===== config.mk =====
export PLATFORM = sky130hd
export DESIGN_NAME = hba_ctrl
export DESIGN_NICKNAME = d
export VERILOG_FILES = /design/src/rtl/hba_pkg.sv /design/src/rtl/hba_ctrl.sv
export SDC_FILE = /design/constraint.sdc
export NUM_CORES = 1
export LEC_CHECK = 0
export ABC_CLOCK_PERIOD_IN_PS = 2500
export CAP_MARGIN = 20
export CORE_AREA = 5 5 42 44
export CTS_BUF_LIST = sky130_fd_sc_hd__clkbuf_8
export CTS_CLUSTER_SIZE = 14
export DETAILED_ROUTE_END_ITERATION = 7
export DIE_AREA = 0 0 47 49
export DONT_BUFFER_PORTS = 1
export PLACE_DENSITY = 0.34
export REMOVE_ABC_BUFFERS = 1
export SLEW_MARGIN = 15
export SYNTH_ARGS = -nofsm -noshare
export SYNTH_HDL_FRONTEND = slang
export SYNTH_SLANG_ARGS = --single-unit

===== constraint.sdc =====
create_clock -name clk -period 2.5 [get_ports clk]
set_input_delay 0.375 -clock clk [delete_from_list [all_inputs] [get_ports clk]]
set_output_delay 0.375 -clock clk [all_outputs]
set_load 0.1 [all_outputs]

===== src/rtl/hba_pkg.sv =====
package hba_pkg;

    localparam int INDEX_W       = 12;
    localparam int CFG_W         = 7;
    localparam int CFG_RESET     = 64;
    localparam int NUM_WORDS_DEF = 64;
    localparam int WORD_BITS_DEF = 64;
    localparam int DIV_SHIFT     = 24;

    localparam logic OP_ACQUIRE = 1'b0;
    localparam logic OP_RELEASE = 1'b1;

    typedef struct packed {
        logic clear;
        logic load;
        logic scan;
        logic rel_div;
        logic rel_fix;
        logic rel_chk;
        logic rel_write;
        logic out_load;
    } hba_cmd_t;

    typedef struct packed {
        logic clear_last;
        logic is_release;
        logic scan_found;
        logic scan_fail;
        logic rel_outside;
    } hba_sts_t;

endpackage


===== src/rtl/hba_ctrl.sv =====
module hba_ctrl
(
    input  logic              clk,
    input  logic              rst_n,
    input  logic              in_valid,
    output logic              in_stall,
    output logic              out_valid,
    input  logic              out_stall,
    input  hba_pkg::hba_sts_t sts,
    output hba_pkg::hba_cmd_t cmd
);

    localparam logic [2:0] ST_CLEAR   = 3'd0;
    localparam logic [2:0] ST_IDLE    = 3'd1;
    localparam logic [2:0] ST_SCAN    = 3'd2;
    localparam logic [2:0] ST_REL_DIV = 3'd3;
    localparam logic [2:0] ST_REL_FIX = 3'd4;
    localparam logic [2:0] ST_REL_CHK = 3'd5;
    localparam logic [2:0] ST_REL_WR  = 3'd6;
    localparam logic [2:0] ST_FINISH  = 3'd7;

    logic [2:0] state_reg;
    logic [2:0] state_next;
    logic       out_valid_reg;
    logic       out_valid_next;

    always_comb
    begin
        state_next     = state_reg;
        cmd            = '0;
        out_valid_next = out_valid_reg && out_stall;
        case (state_reg)
            ST_CLEAR:
            begin
                cmd.clear = 1'b1;
                if (sts.clear_last)
                begin
                    state_next = ST_IDLE;
                end
            end
            ST_IDLE:
            begin
                if (in_valid)
                begin
                    cmd.load   = 1'b1;
                    state_next = sts.is_release ? ST_REL_DIV : ST_SCAN;
                end
            end
            ST_SCAN:
            begin
                cmd.scan = 1'b1;
                if (sts.scan_found || sts.scan_fail)
                begin
                    state_next = ST_FINISH;
                end
            end
            ST_REL_DIV:
            begin
                cmd.rel_div = 1'b1;
                state_next  = ST_REL_FIX;
            end
            ST_REL_FIX:
            begin
                cmd.rel_fix = 1'b1;
                state_next  = ST_REL_CHK;
            end
            ST_REL_CHK:
            begin
                cmd.rel_chk = 1'b1;
                state_next  = sts.rel_outside ? ST_FINISH : ST_REL_WR;
            end
            ST_REL_WR:
            begin
                cmd.rel_write = 1'b1;
                state_next    = ST_FINISH;
            end
            ST_FINISH:
            begin
                if (!out_valid_reg || !out_stall)
                begin
                    cmd.out_load   = 1'b1;
                    out_valid_next = 1'b1;
                    state_next     = ST_IDLE;
                end
            end
            default:
            begin
                state_next = ST_IDLE;
            end
        endcase
    end

    always_ff @(posedge clk or negedge rst_n)
    begin
        if (!rst_n)
        begin
            state_reg     <= ST_CLEAR;
            out_valid_reg <= 1'b0;
        end
        else
        begin
            state_reg     <= state_next;
            out_valid_reg <= out_valid_next;
        end
    end

    assign in_stall  = (state_reg != ST_IDLE);
    assign out_valid = out_valid_reg;

endmodule


==> results.tsv <==
metric	value	unit
status	finished clean	
multi_input_area	177.7	sq um
cts_resized	0	
rsz0062_at_grt	false	
syn_avg_cell_area	8.365	sq um
fin_nets	57	
cp.buffers_inverters	1	
max_cap_viol_count	0	
crit_fanout	12	
hold_violations	0	
ys_ff_latch	4	
initial_core_util	20.89	%
synth_seq_area_share	34.19	%
rows	14	
routed_wl	772	um
finalClockSkew	0.002118	ns
final_util	33.04	%
grt_max_degree	14	
drt_first_pass_iters	4	
fin_crit_sh	86.71	%
yosysUniqueCellTypes	23	
syn_to_final_growth	58.12	%
dp_hpwl	615.9	um
startpoint_type	flop	
drt_iter0_markers	8	
clock_latency	0.21	ns
yosys_warnings	0	
core_area	1401	sq um
end_kind	output pin	
final_common_cell	buf_4	
grt_pass1_wl	1.166	mm
synthCells	35	
drive_above_1_share	43.48	%
wl_per_cell	12.45	um
grt-ovfl-total	0	
setup_viol	0	
crit_arrival	1.79	ns
die_area	2303	sq um
grt_usage	6.775	%
largest_reg_flops	3	
fmax	461.3	MHz
first_global_vias	265	
drv_slew	0	
cts_setup_buffers	0	
cp.required	2.12	ns
antenna_found_initial	0	
worstSetupPathType	flop to output pin	
cts_made_buffers	3	
fin_crit	2.168	ns
layout_common_cells	buf_4, nor2_1, dfrtp_1	
worstMarginPinSlew	0.3695	ns
synth_area	292.8	sq um
die_w	47	um
crit_family	simple AND/OR/NAND/NOR gates	
ant_nets	0	
post_drt_via_cell_ratio	4.565	
cts_tree	yes	
regArea	100.1	sq um
fillerInstances	159	
hold_path.class	input port to flop	
cts_max_level	1	
diodes	0	
die_y	49	um
max_slew_margin	75.37	%
cp_cell_sequence	or3b_4 > nor2_2 > buf_4	
path_clk_slew	0.03	ns
fin_hold_ws	0.2682	ns
slowest_delay	0.60	ns
ioPinCount	19	
num_vias	283	
clock_sinks	4	
drc	0	
crit_slowest_cell	or3b_4	
gp_congestion	0.6919	
cts_buffer_depth	2	
numPortBuffers	0	
clockRootBuffer	clkbuf_8	
-- cells in the mapped netlist --
master / n / area share (%)
nor3_1: 1 / 1.7
buf_2: 1 / 1.7
a21oi_2: 1 / 3.0
o21ai_1: 1 / 1.7
a211oi_2: 1 / 4.3
and2_1: 1 / 2.1
nor2_1: 6 / 7.7
buf_6: 1 / 3.8
or3_1: 1 / 2.1
nor2_2: 1 / 2.1
and3b_1: 2 / 6.0
nand2_1: 3 / 3.8
nand3_1: 1 / 1.7
nor3b_1: 1 / 2.6
or3b_4: 1 / 3.8
inv_1: 1 / 1.3
nor2b_1: 1 / 2.1
dfrtp_1: 4 / 34
buf_4: 1 / 2.6
o311ai_1: 1 / 3.0
o31a_1: 1 / 3.0
a31oi_1: 1 / 2.1
a21oi_1: 2 / 3.4
-- final timing paths --
path,from,depth (start not counted),endpoint,slack [ns]
max,state_reg[0]$_DFFE_PN0P_,3,cmd[6],0.33
min,out_stall,2,out_valid$_DFF_PN0_,0.27
max reg2reg,state_reg[1]$_DFFE_PN0P_,4,state_reg[2]$_DFFE_PN0P_,1.11
min reg2reg,state_reg[0]$_DFFE_PN0P_,1,state_reg[1]$_DFFE_PN0P_,0.71
max in group asynchronous,rst_n,1,state_reg[0]$_DFFE_PN0P_,1.90
min in group asynchronous,rst_n,1,state_reg[2]$_DFFE_PN0P_,0.43
-- area by class of cell --
class	count	share of cell area (%)
clock buffer	3	8.919
sequential	4	21.62
multi-input combinational	27	38.38
timing repair buffer	11	25.95
tap	16	4.324
inverter	1	0.8108
-- kinds of logic (layout without fill, tap and decap cells) --
logic type	count (synthesis)	count (layout)	share of synthesized area, %
AOI/OAI and AO/OA	8	8	20.51
buffers and inverters	4	15	9.400
DFF	4	4	34.19
and+or+nand+nor	19	19	35.90
-- per-layer routing --
layer / vias up / wire (um) / global-route usage [%]
li1: 144 / - / -
met1: 122 / 315 / 9.292
met2: 17 / 308 / 8.597
met3: 0 / 148 / 5.904
met4: 0 / 0 / 0
met5: - / 0 / 0
-- stage by stage --
stage	setup TNS, ns	instance area [sq um]	setup WS [ns]	instances
final	0	462.9	0.3322	62
after global routing	0	462.9	0.2762	62
after CTS	0	462.9	0.3080	62
after global placement	0	411.6	0.5827	58
after detailed placement	0	411.6	0.5351	58
after floorplan	-1.046	269.0	-0.6011	32
-- worst reg2reg max path, cell delays in order, from the launching register on --
cell and delay [ns]:
dfrtp_1 0.55, nand3_1 0.19, a21oi_2 0.14, buf_4 0.30
nor2_1 0.08
-- timing repair --
action,in CTS,in global routing
hold buffers,1,0
setup endpoints to repair,0,0
endpoints found under the hold margin,4,0
Power is left out: the tool's default activity adds up to more than one toggle a clock period on the data nets, which glitch-free logic cannot reach.
